==> config.mk <==
export PLATFORM = sky130hd
export DESIGN_NAME = counting_semaphore_wait_queue_top
export DESIGN_NICKNAME = d
export VERILOG_FILES = /design/src/hdl/cswq_pkg.sv /design/src/hdl/cswq_ctrl.sv /design/src/hdl/cswq_dp.sv /design/src/hdl/counting_semaphore_wait_queue_top.sv
export SDC_FILE = /design/constraint.sdc
export NUM_CORES = 1
export LEC_CHECK = 0
export BUFFER_PORTS_ARGS = -buffer_cell sky130_fd_sc_hd__buf_2
export CAP_MARGIN = 20
export CORE_ASPECT_RATIO = 1.5
export CORE_MARGIN = 2
export CORE_UTILIZATION = 55
export CTS_CLUSTER_SIZE = 8
export DETAILED_ROUTE_END_ITERATION = 10
export PLACE_DENSITY = 0.8
export SKIP_LAST_GASP = 1
export SLEW_MARGIN = 10
export SYNTH_ARGS = -nofsm -noshare
export SYNTH_HDL_FRONTEND = slang
export SYNTH_SLANG_ARGS = --single-unit
export TNS_END_PERCENT = 1
==> constraint.sdc <==
create_clock -name clk_i -period 7.65 [get_ports clk_i]
set_input_delay 1.1475 -clock clk_i [delete_from_list [all_inputs] [get_ports clk_i]]
set_output_delay 1.1475 -clock clk_i [all_outputs]
set_load 0.01 [all_outputs]
==> src/hdl/cswq_pkg.sv <==
package cswq_pkg;

  // Depth of the queue of blocked requesters and width of a kept id.
  localparam int WAIT_DEPTH = 16;
  localparam int ID_BITS    = 8;

  localparam int PTR_W  = (WAIT_DEPTH > 1) ? $clog2(WAIT_DEPTH) : 1;
  localparam int FILL_W = $clog2(WAIT_DEPTH + 1);

  // Field widths fixed by the interface.
  localparam int KIND_W    = 1;
  localparam int PROC_ID_W = 8;
  localparam int INIT_W    = 9;
  localparam int COUNT_W   = 10;

  localparam logic signed [COUNT_W-1:0] COUNT_MAX   = 10'sd511;
  localparam logic signed [COUNT_W-1:0] COUNT_RESET = 10'sd1;

  // Operation codes of the kind field.
  localparam logic [KIND_W-1:0] KIND_WAIT   = 1'b0;
  localparam logic [KIND_W-1:0] KIND_SIGNAL = 1'b1;

  // Commands from the controller to the datapath.
  typedef struct packed {
    logic load;    // capture the accepted item and read the queue head
    logic commit;  // apply the operation and load the result register
  } cswq_cmd_t;

endpackage

==> src/hdl/cswq_ctrl.sv <==
module cswq_ctrl (
  input  logic                clk_i,
  input  logic                rst_ni,
  input  logic                in_valid_i,
  output logic                in_stall_o,
  output logic                out_valid_o,
  input  logic                out_stall_i,
  output cswq_pkg::cswq_cmd_t cmd_o
);
  import cswq_pkg::*;

  localparam logic [0:0] S_IDLE = 1'b0;
  localparam logic [0:0] S_EXEC = 1'b1;

  logic [0:0] state_q, state_d;
  logic       out_valid_q, out_valid_d;
  logic       out_free;

  // The result register can take a new result when it is empty or being drained.
  assign out_free = !out_valid_q || !out_stall_i;

  always_comb begin
    state_d     = state_q;
    out_valid_d = out_valid_q && out_stall_i;
    cmd_o       = '0;
    case (state_q)
      S_IDLE: begin
        if (in_valid_i) begin
          cmd_o.load = 1'b1;
          state_d    = S_EXEC;
        end
      end
      S_EXEC: begin
        if (out_free) begin
          cmd_o.commit = 1'b1;
          out_valid_d  = 1'b1;
          state_d      = S_IDLE;
        end
      end
      default: begin
        state_d = S_IDLE;
      end
    endcase
  end

  always_ff @(posedge clk_i or negedge rst_ni) begin
    if (!rst_ni) begin
      state_q     <= S_IDLE;
      out_valid_q <= 1'b0;
    end else begin
      state_q     <= state_d;
      out_valid_q <= out_valid_d;
    end
  end

  assign in_stall_o  = (state_q != S_IDLE);
  assign out_valid_o = out_valid_q;

`ifndef SYNTH
  a_commit_sets_valid: assert property (
    @(posedge clk_i) disable iff (!rst_ni) cmd_o.commit |=> out_valid_q
  ) else $error("result not presented after commit");

  a_no_overwrite: assert property (
    @(posedge clk_i) disable iff (!rst_ni)
      (out_valid_q && out_stall_i) |-> !cmd_o.commit
  ) else $error("pending result overwritten");

  a_stalled_valid_held: assert property (
    @(posedge clk_i) disable iff (!rst_ni)
      (out_valid_q && out_stall_i) |=> out_valid_q
  ) else $error("stalled result dropped");
`endif

endmodule

==> src/hdl/cswq_dp.sv <==
module cswq_dp (
  input  logic                                  clk_i,
  input  logic                                  rst_ni,
  input  cswq_pkg::cswq_cmd_t                   cmd_i,
  input  logic                                  cfg_we_i,
  input  logic [cswq_pkg::INIT_W-1:0]           cfg_wdata_i,
  input  logic [cswq_pkg::KIND_W-1:0]           kind_i,
  input  logic [cswq_pkg::PROC_ID_W-1:0]        proc_id_i,
  output logic                                  granted_o,
  output logic                                  blocked_o,
  output logic                                  overflow_o,
  output logic                                  woke_valid_o,
  output logic [cswq_pkg::PROC_ID_W-1:0]        woke_id_o,
  output logic signed [cswq_pkg::COUNT_W-1:0]   count_now_o
);
  import cswq_pkg::*;

  logic [ID_BITS-1:0]        mem [WAIT_DEPTH];
  logic [ID_BITS-1:0]        rd_q;
  logic [KIND_W-1:0]         kind_q;
  logic [ID_BITS-1:0]        id_q;

  logic signed [COUNT_W-1:0] count_q, count_d;
  logic [PTR_W-1:0]          head_q, head_d, tail_q, tail_d;
  logic [FILL_W-1:0]         fill_q, fill_d;

  logic                      granted_q, granted_d;
  logic                      blocked_q, blocked_d;
  logic                      overflow_q, overflow_d;
  logic                      woke_valid_q, woke_valid_d;
  logic [PROC_ID_W-1:0]      woke_id_q, woke_id_d;
  logic signed [COUNT_W-1:0] count_now_q, count_now_d;

  logic                      push, pop;
  logic signed [COUNT_W-1:0] cnt_dec, cnt_inc;

  function automatic logic [PTR_W-1:0] next_slot(input logic [PTR_W-1:0] p);
    next_slot = (p == PTR_W'(WAIT_DEPTH - 1)) ? '0 : p + PTR_W'(1);
  endfunction

  always_comb begin
    cnt_dec = count_q - COUNT_W'(1);
    cnt_inc = (count_q < COUNT_MAX) ? count_q + COUNT_W'(1) : count_q;

    push         = 1'b0;
    pop          = 1'b0;
    granted_d    = 1'b0;
    blocked_d    = 1'b0;
    overflow_d   = 1'b0;
    woke_valid_d = 1'b0;
    woke_id_d    = '0;
    count_d      = count_q;

    if (kind_q == KIND_WAIT) begin
      if (fill_q == FILL_W'(WAIT_DEPTH)) begin
        overflow_d = 1'b1;
      end else begin
        count_d = cnt_dec;
        if (cnt_dec < 0) begin
          push      = 1'b1;
          blocked_d = 1'b1;
        end else begin
          granted_d = 1'b1;
        end
      end
    end else begin
      count_d = cnt_inc;
      if ((cnt_inc <= 0) && (fill_q != '0)) begin
        pop          = 1'b1;
        woke_valid_d = 1'b1;
        woke_id_d    = PROC_ID_W'(rd_q);
      end
    end
    count_now_d = count_d;

    head_d = pop  ? next_slot(head_q) : head_q;
    tail_d = push ? next_slot(tail_q) : tail_q;
    fill_d = fill_q;
    if (push) begin
      fill_d = fill_q + FILL_W'(1);
    end else if (pop) begin
      fill_d = fill_q - FILL_W'(1);
    end
  end

  // Semaphore state. A configuration write reloads the count and empties the queue.
  always_ff @(posedge clk_i or negedge rst_ni) begin
    if (!rst_ni) begin
      count_q <= COUNT_RESET;
      head_q  <= '0;
      tail_q  <= '0;
      fill_q  <= '0;
    end else if (cfg_we_i) begin
      count_q <= $signed(COUNT_W'(cfg_wdata_i));
      head_q  <= '0;
      tail_q  <= '0;
      fill_q  <= '0;
    end else if (cmd_i.commit) begin
      count_q <= count_d;
      head_q  <= head_d;
      tail_q  <= tail_d;
      fill_q  <= fill_d;
    end
  end

  // Queue storage, item capture and the result register.
  always_ff @(posedge clk_i) begin
    if (cmd_i.load) begin
      kind_q <= kind_i;
      id_q   <= ID_BITS'(proc_id_i);
      rd_q   <= mem[head_q];
    end
    if (cmd_i.commit && push) begin
      mem[tail_q] <= id_q;
    end
    if (cmd_i.commit) begin
      granted_q    <= granted_d;
      blocked_q    <= blocked_d;
      overflow_q   <= overflow_d;
      woke_valid_q <= woke_valid_d;
      woke_id_q    <= woke_id_d;
      count_now_q  <= count_now_d;
    end
  end

  assign granted_o    = granted_q;
  assign blocked_o    = blocked_q;
  assign overflow_o   = overflow_q;
  assign woke_valid_o = woke_valid_q;
  assign woke_id_o    = woke_id_q;
  assign count_now_o  = count_now_q;

`ifndef SYNTH
  a_fill_bound: assert property (
    @(posedge clk_i) disable iff (!rst_ni) fill_q <= FILL_W'(WAIT_DEPTH)
  ) else $error("wait queue fill beyond depth");

  a_empty_when_nonneg: assert property (
    @(posedge clk_i) disable iff (!rst_ni) (count_q >= 0) |-> (fill_q == '0)
  ) else $error("waiters queued while count is not negative");

  a_fill_matches_count: assert property (
    @(posedge clk_i) disable iff (!rst_ni)
      (count_q < 0) |-> (COUNT_W'(fill_q) == COUNT_W'(-count_q))
  ) else $error("queue fill does not match negative count");
`endif

endmodule

==> src/hdl/counting_semaphore_wait_queue_top.sv <==
// Flow: an accepted transaction is captured together with a registered read of the wait
// queue head, then committed in the update state once the result register is free.
// A new transaction is not taken until the current one is committed, since the input
// stalls while the update state is pending.
// Reset: the count is 1 and the wait queue is empty; queue entries are not cleared
// and no clearing pass is needed, so transactions are accepted right after reset.
module counting_semaphore_wait_queue_top (
  input  logic                                  clk_i,
  input  logic                                  rst_ni,
  input  logic                                  cfg_we_i,
  input  logic [cswq_pkg::INIT_W-1:0]           cfg_wdata_i,
  input  logic                                  in_valid_i,
  output logic                                  in_stall_o,
  input  logic [cswq_pkg::KIND_W-1:0]           kind_i,
  input  logic [cswq_pkg::PROC_ID_W-1:0]        proc_id_i,
  output logic                                  out_valid_o,
  input  logic                                  out_stall_i,
  output logic                                  granted_o,
  output logic                                  blocked_o,
  output logic                                  overflow_o,
  output logic                                  woke_valid_o,
  output logic [cswq_pkg::PROC_ID_W-1:0]        woke_id_o,
  output logic signed [cswq_pkg::COUNT_W-1:0]   count_now_o
);
  import cswq_pkg::*;

  // The controller sequences each transaction through two steps: capture with a
  // read of the queue head, then the update of count and queue pointers. The
  // result lands in an output register, so the next input transaction is taken
  // while a finished result still waits for the downstream side.
  cswq_cmd_t cmd;

  cswq_ctrl u_ctrl (
    .clk_i       (clk_i),
    .rst_ni      (rst_ni),
    .in_valid_i  (in_valid_i),
    .in_stall_o  (in_stall_o),
    .out_valid_o (out_valid_o),
    .out_stall_i (out_stall_i),
    .cmd_o       (cmd)
  );

  // The datapath holds the count, the circular wait queue and the result register.
  // A configuration write reloads the count and empties the queue.
  cswq_dp u_dp (
    .clk_i        (clk_i),
    .rst_ni       (rst_ni),
    .cmd_i        (cmd),
    .cfg_we_i     (cfg_we_i),
    .cfg_wdata_i  (cfg_wdata_i),
    .kind_i       (kind_i),
    .proc_id_i    (proc_id_i),
    .granted_o    (granted_o),
    .blocked_o    (blocked_o),
    .overflow_o   (overflow_o),
    .woke_valid_o (woke_valid_o),
    .woke_id_o    (woke_id_o),
    .count_now_o  (count_now_o)
  );

endmodule
==> flow_metrics.py, run 1 <==
metrics = {
    "status": {
        "status": "finished clean",
    },
    "global_route": {
        "track_usage": 0.236,
        "grt_overflow": 0,
        "grt_max_degree": 53,
        "grt_pass1_vias": 5027,
        "antenna_found_initial": 0,
        "grt_pass1_wl_mm": 28.5,
    },
    "job": {
        "cap_violations": 0,
    },
    "timing": {
        "rsz0062_at_grt": "no",
        "fin_crit_sh": 0.456,
        "final.setup.tns_ps": 0,
        "relSlewSlack": 0.235,
        "max_slew.worst_pin.slew_ps": 1150,
        "drv_slew": 0,
        "setup_viol": 0,
        "finalClockSkew_ps": 12.4,
        "timing.final.crit_period_ps": 3490,
        "fin_hold_ws_ps": 523,
        "hold_viol_final": 0,
        "fmax_mhz": 287,
    },
    "logic_synthesis": {
        "synth_flop_cell": "edfxtp_1",
        "yosysTopAreaCellShare": 0.603,
        "yosys.area.top_type": "edfxtp_1",
        "synth_nets": 593,
        "syn_avg_cell_area_um2": 14.9,
        "yosysUniqueCellTypes": 55,
        "synth-async-reset-ratio": 0.130,
        "syn_area_mm2": 0.00831,
        "netlist_instances": 558,
        "ys_seq_area_frac": 0.679,
        "synth-edff-count": 167,
        "ys_ff_latch": 192,
        "synthTopCellsByArea": "edfxtp_1 (60%), dfrtp_1 (7.2%), mux2i_1 (4.6%), mux4_2 (4.3%), nand2_1 (1.9%)",
        "synth_warnings": 0,
    },
    "placement": {
        "gp_congestion": 0.955,
        "portBuffers": 46,
        "place_area_mm2": 0.00872,
        "dp_hpwl_mm": 12.3,
    },
    "cts": {
        "clk_latency_ps": 440,
        "cts_made_buffers": 17,
        "numClockSinks": 192,
        "cts_hold_buf": 0,
        "post_cts_buffers": 0,
        "htreeDepth": 4,
        "ctsResizeCount": 0,
        "cts_tree": "done",
        "cts.clk_slew.worst_paths_ps": 70,
        "cts.path.max_buffers": 2,
        "cts_root_buf": "clkbuf_16",
    },
    "drt": {
        "first_iter_violations": 434,
        "vias": 5036,
        "route.detailed.drc": 0,
        "wl_mm": 18.2,
        "dr.pass1.iters": 5,
        "wl_per_cell_um": 22.5,
        "via_per_inst": 6.22,
        "ant_nets": 0,
    },
    "final_layout": {
        "finish.utilization": 0.624,
        "layout-drive-gt1-share": 0.182,
        "nets": 632,
        "multi_input_comb_area_mm2": 0.00250,
        "finalInstanceArea_mm2": 0.00932,
        "nFillCells": 1088,
        "area_delta_synth_final_pct": 12.2,
        "regArea_mm2": 0.00564,
        "diodes": 0,
    },
    "floorplan": {
        "io-pin-count": 47,
        "start_util": 0.557,
        "die_w_um": 104,
        "die_area_mm2": 0.0161,
        "die_h_um": 155,
        "core_area_mm2": 0.0149,
        "fp-row-count": 55,
    },
    "worst_setup_path": {
        "worst-path-max-fanout": 15,
        "endpoint_kind": "register",
        "startpoint": "u_dp.count_q[3]",
        "rr_worst_depth": 10,
        "path_class": "register to register",
        "worstSetupEndpoint": "u_dp.fill_q[4]",
        "reg2reg_to": "u_dp.fill_q[4]",
        "reg2reg_from": "u_dp.count_q[3]",
        "cp-start-kind": "register",
        "arrival_ps": 3800,
        "required_ps": 7960,
        "rrSetupSlack_ps": 4160,
    },
    "pwr": {
        "finalPower_uw": 2520,
        "vdd_ir_drop_max_mv": 0.183,
        "leakagePower_uw": 0.00318,
        "cellPowerDensity_mw_per_mm2": 270,
    },
    "min_path": {
        "hold_class": "register to register",
    },
}
-- Yosys cell counts, drive strengths merged (9+ instances only) --
cell type	instances
a221oi	16
nor2	18
nand3	10
a21oi	17
edfxtp	167
mux4	16
o21ai	27
a22oi	9
inv	9
o211ai	9
and2	13
mux2i	38
xnor2	9
nand2	41
dfrtp	24
clkbuf	26
ha	11
-- worst max-delay path: stages (launching register included) --
cell and delay (ps):
dfrtp_1 540, or4_4 560, or4_4 450, nand2_1 110, nand2_1 210, fa_1 530
a21o_1 200, a21oi_1 170, o21ai_0 90, a21oi_1 170, mux2_1 330
-- worst min path at each step --
stage	startpoint	end	slack [ps]	cells past startpoint
final	u_dp.rd_q[7]	u_dp.woke_id_o[7]	520	1
after floorplan	u_dp.rd_q[0]	u_dp.woke_id_o[0]	500	1
after detailed placement	u_dp.rd_q[2]	u_dp.woke_id_o[2]	510	1
after global routing	u_dp.rd_q[2]	u_dp.woke_id_o[2]	550	1
after global placement	u_ctrl.out_valid_o	u_ctrl.out_valid_o	500	2
after CTS	u_dp.rd_q[2]	u_dp.woke_id_o[2]	520	1
-- layout make-up --
| type | count | area share |
|---|---|---|
| Clock buffer | 17 | 0.0456 |
| Clock inverter | 15 | 0.0193 |
| Inverter | 12 | 0.00483 |
| Multi-Input combinational cell | 321 | 0.268 |
| Sequential cell | 192 | 0.605 |
| Tap cell | 199 | 0.0267 |
| Timing Repair Buffer | 53 | 0.0303 |
-- power by group --
| part | internal (µW) | total (µW) | switching (µW) | leakage (µW) |
|---|---|---|---|---|
| clock network | 446 | 886 | 440 | 0.000296 |
| logic | 103 | 293 | 190 | 0.00104 |
| registers | 1260 | 1340 | 83.1 | 0.00185 |
| total | 1810 | 2520 | 712 | 0.00318 |
-- kinds of logic (layout without fill, tap and decap cells) --
logic type | count (synthesis) | count (layout) | share of synthesized area
and+or+nand+nor | 131 | 131 | 0.0828
muxes | 58 | 58 | 0.0945
adders and majority gates | 12 | 12 | 0.0190
buffers and inverters | 45 | 97 | 0.0206
xor gates and xnor gates | 16 | 16 | 0.0169
DFF | 192 | 192 | 0.679
AOI/OAI and AO/OA | 104 | 104 | 0.0873
-- sequential cells by signal, indices dropped and copies added, names as in the netlist --
signal,count
u_dp.granted_o,1
u_dp.rd_q,8
u_dp.woke_valid_o,1
u_ctrl.in_stall_o,1
u_ctrl.out_valid_o,1
u_dp.fill_q,5
u_dp.tail_q,4
u_dp.count_q,10
u_dp.woke_id_o,8
u_dp.id_q,8
u_dp.overflow_o,1
u_dp.head_q,4
u_dp.mem,128
u_dp.blocked_o,1
u_dp.kind_q,1
u_dp.count_now_o,10
-- through the flow --
stage          setup slack, ps  std cells
2_1_floorplan             4220        558
3_3_place_gp              4280        777
3_5_place_dp              4190        777
4_1_cts                   4180        809
5_1_grt                   3940        809
6_report                  4160        809
-- routing by layer --
| metal | global-route usage | vias to the layer above | wire length (µm) |
|---|---|---|---|
| li1 | - | 2264 | - |
| met1 | 0.272 | 2527 | 6810 |
| met2 | 0.430 | 201 | 9960 |
| met3 | 0.0392 | 44 | 749 |
| met4 | 0.107 | 0 | 676 |
| met5 | 0 | - | 0 |
-- placed cells by master (no fill, tap or decap), types with 10 or more instances in the layout --
cell,netlist,layout
a221oi_1,16,16
buf_2,2,46
nor2_1,18,18
dfrtp_1,24,23
mux2i_1,38,38
clkbuf_16,0,17
nand3_1,10,10
edfxtp_1,167,167
o21ai_0,26,26
ha_1,11,11
nand2_1,41,41
and2_1,13,13
mux4_2,16,16
a21oi_1,17,17
(Power assumes the default switching activity.)
==> run 2, diff against run 1 <==
==> constraint.sdc (replaced) <==
create_clock -name clk_i -period 3.3 [get_ports clk_i]
set_input_delay 0.495 -clock clk_i [delete_from_list [all_inputs] [get_ports clk_i]]
set_output_delay 0.495 -clock clk_i [all_outputs]
set_load 0.01 [all_outputs]
==> flow_metrics.py, run 2 (synthesized netlist as in run 1, its figures left out) <==
metrics = {
    "global_route": {
        "track_usage": 0.230,
        "grt_max_degree": 47,
        "grt_pass1_wl_mm": 28.1,
        "grt_pass1_vias": 5152,
        "antenna_found_initial": 0,
        "grt_overflow": 0,
    },
    "final_layout": {
        "final_cell_count_no_fill": 830,
        "multi_input_comb_area_mm2": 0.00250,
        "area_delta_synth_final_pct": 14.2,
        "layout-drive-gt1-share": 0.212,
        "diodes": 0,
        "largest_reg_flops": 128,
        "nets": 653,
        "final_cell_mix": "edfxtp_1 (167), buf_2 (46), nand2_1 (40), mux2i_1 (38), buf_4 (27)",
        "largest-register": "u_dp.mem",
        "finalInstanceArea_mm2": 0.00949,
        "regArea_mm2": 0.00564,
        "nFillCells": 1049,
        "layout_commonest_cell": "edfxtp_1",
    },
    "timing": {
        "finalClockSkew_ps": 11.9,
        "final.setup.tns_ps": 0,
        "timing.final.crit_period_ps": 3170,
        "fin_hold_ws_ps": 62.8,
        "fin_crit_sh": 0.959,
        "setup_viol": 0,
        "max_slew.worst_pin.slew_ps": 723,
        "rsz0062_at_grt": "no",
        "relSlewSlack": 0.517,
        "fmax_mhz": 316,
        "drv_slew": 0,
        "hold_viol_final": 0,
    },
    "placement": {
        "place_inst": 796,
        "portBuffers": 46,
        "gp_congestion": 0.972,
        "place_area_mm2": 0.00887,
        "dp_hpwl_mm": 12.0,
    },
    "drt": {
        "dr.pass1.iters": 5,
        "first_iter_violations": 556,
        "wl_per_cell_um": 21.6,
        "route.detailed.drc": 0,
        "ant_nets": 0,
        "via_per_inst": 6.19,
        "wl_mm": 17.9,
        "vias": 5137,
    },
    "worst_setup_path": {
        "reg2reg_to": "u_dp.mem[9][6]",
        "cpLargestDelayFamily": "simple AND/OR/NAND/NOR gates",
        "startpoint": "u_dp.count_q[6]",
        "crit_path_cell_trace": "or4_4 > or4_4 > nand2_1 > nand2_2 > buf_4 > inv_2 > nand2_1 > nor2_1 > and3_1",
        "crit_cells": 9,
        "reg2reg_from": "u_dp.count_q[6]",
        "rr_worst_depth": 9,
        "endpoint_kind": "register",
        "cp-start-kind": "register",
        "critPathMaxStageDelay_ps": 540,
        "worst-path-max-fanout": 8,
        "arrival_ps": 3250,
        "slowest_stage": "or4_4",
        "required_ps": 3380,
        "rrSetupSlack_ps": 130,
        "path_class": "register to register",
        "path_buf_inv": 2,
        "worstSetupEndpoint": "u_dp.mem[9][6]",
    },
    "floorplan": {
        "die_area_mm2": 0.0161,
        "io-pin-count": 47,
        "die_w_um": 104,
        "die_h_um": 155,
        "core_area_mm2": 0.0149,
        "fp-row-count": 55,
        "start_util": 0.557,
    },
    "status": {
        "status": "finished clean",
    },
    "cts": {
        "numClockSinks": 192,
        "cts.path.max_buffers": 2,
        "cts.clk_slew.worst_paths_ps": 80,
        "cts_root_buf": "clkbuf_16",
        "htreeDepth": 4,
        "clk_latency_ps": 430,
        "cts_tree": "done",
        "cts_made_buffers": 17,
    },
    "pwr": {
        "leakagePower_uw": 0.00328,
        "vdd_ir_drop_max_mv": 0.419,
        "power_frac_seq": 0.525,
        "p_comb_frac": 0.133,
        "power.switching_uw": 1610,
        "cellPowerDensity_mw_per_mm2": 614,
        "intPower_uw": 4210,
        "clockPowerShare": 0.342,
        "swShare": 0.277,
    },
    "min_path": {
        "hold_class": "primary input to async pin",
    },
    "job": {
        "cap_violations": 0,
    },
}
[run 2: cell types whose count changed in the layout (fill, tap and decap cells not counted), sizes merged]
| cell | change |
|---|---|
| buf | +21 |
| clkbuf | +1 |
| inv | -2 |
| clkinv | +1 |
[run 2: final cells by class]
class	count	share of cell area
timing repair buffer	74	0.0477
inverter	12	0.00475
sequential	192	0.595
clock inverter	14	0.0171
clock buffer	18	0.0452
multi-input combinational	321	0.264
tap	199	0.0262
[run 2: per-layer routing]
metal,global-route usage,share of wire
met2,0.422,0.55
met1,0.256,0.36
met4,0.113,0.039
met3,0.0413,0.052
met5,0,0
[run 2: what timing repair did]
action                     4_1_cts  5_1_grt
gates resized for setup          0        3
buffers inserted                 0        2
hold buffers                     0        0
setup endpoints to repair        0        9
[run 2: worst register-to-register path: cells and delay by family (launching register included)]
| kind | cells | cell delay (ps) |
|---|---|---|
| and+or+nand+nor | 7 | 2140 |
| buffers and inverters | 2 | 260 |
| DFF | 1 | 420 |
[run 2: worst min-delay path by stage]
| stage | cells past startpoint | endpoint | from |
|---|---|---|---|
| 4_1_cts | 1 | u_dp.count_q[5] | rst_ni |
| 5_1_grt | 1 | u_dp.count_q[4] | rst_ni |
| 2_1_floorplan | 0 | u_ctrl.in_stall_o | rst_ni |
| 6_report | 1 | u_dp.count_q[5] | rst_ni |
| 3_3_place_gp | 2 | u_ctrl.out_valid_o | u_ctrl.out_valid_o |
| 3_5_place_dp | 2 | u_ctrl.out_valid_o | u_ctrl.out_valid_o |
[run 2: power by group through the flow]
stage	registers [µW]	clock network, µW	logic, µW
4_1_cts	3060	2020	758
2_1_floorplan	3130	0	408
5_1_grt	3090	2120	830
3_3_place_gp	3100	0	739
6_report	3060	1990	773
3_5_place_dp	3110	0	754
[run 2: per-stage QoR]
stage | util | power (µW) | worst slack (ps)
global route | 0.635 | 6030 | 1.58
floorplan | - | 3530 | -130
detailed placement | 0.594 | 3870 | 149
global placement | 0.594 | 3840 | 167
CTS | 0.634 | 5840 | 115
finish | 0.635 | 5830 | 134
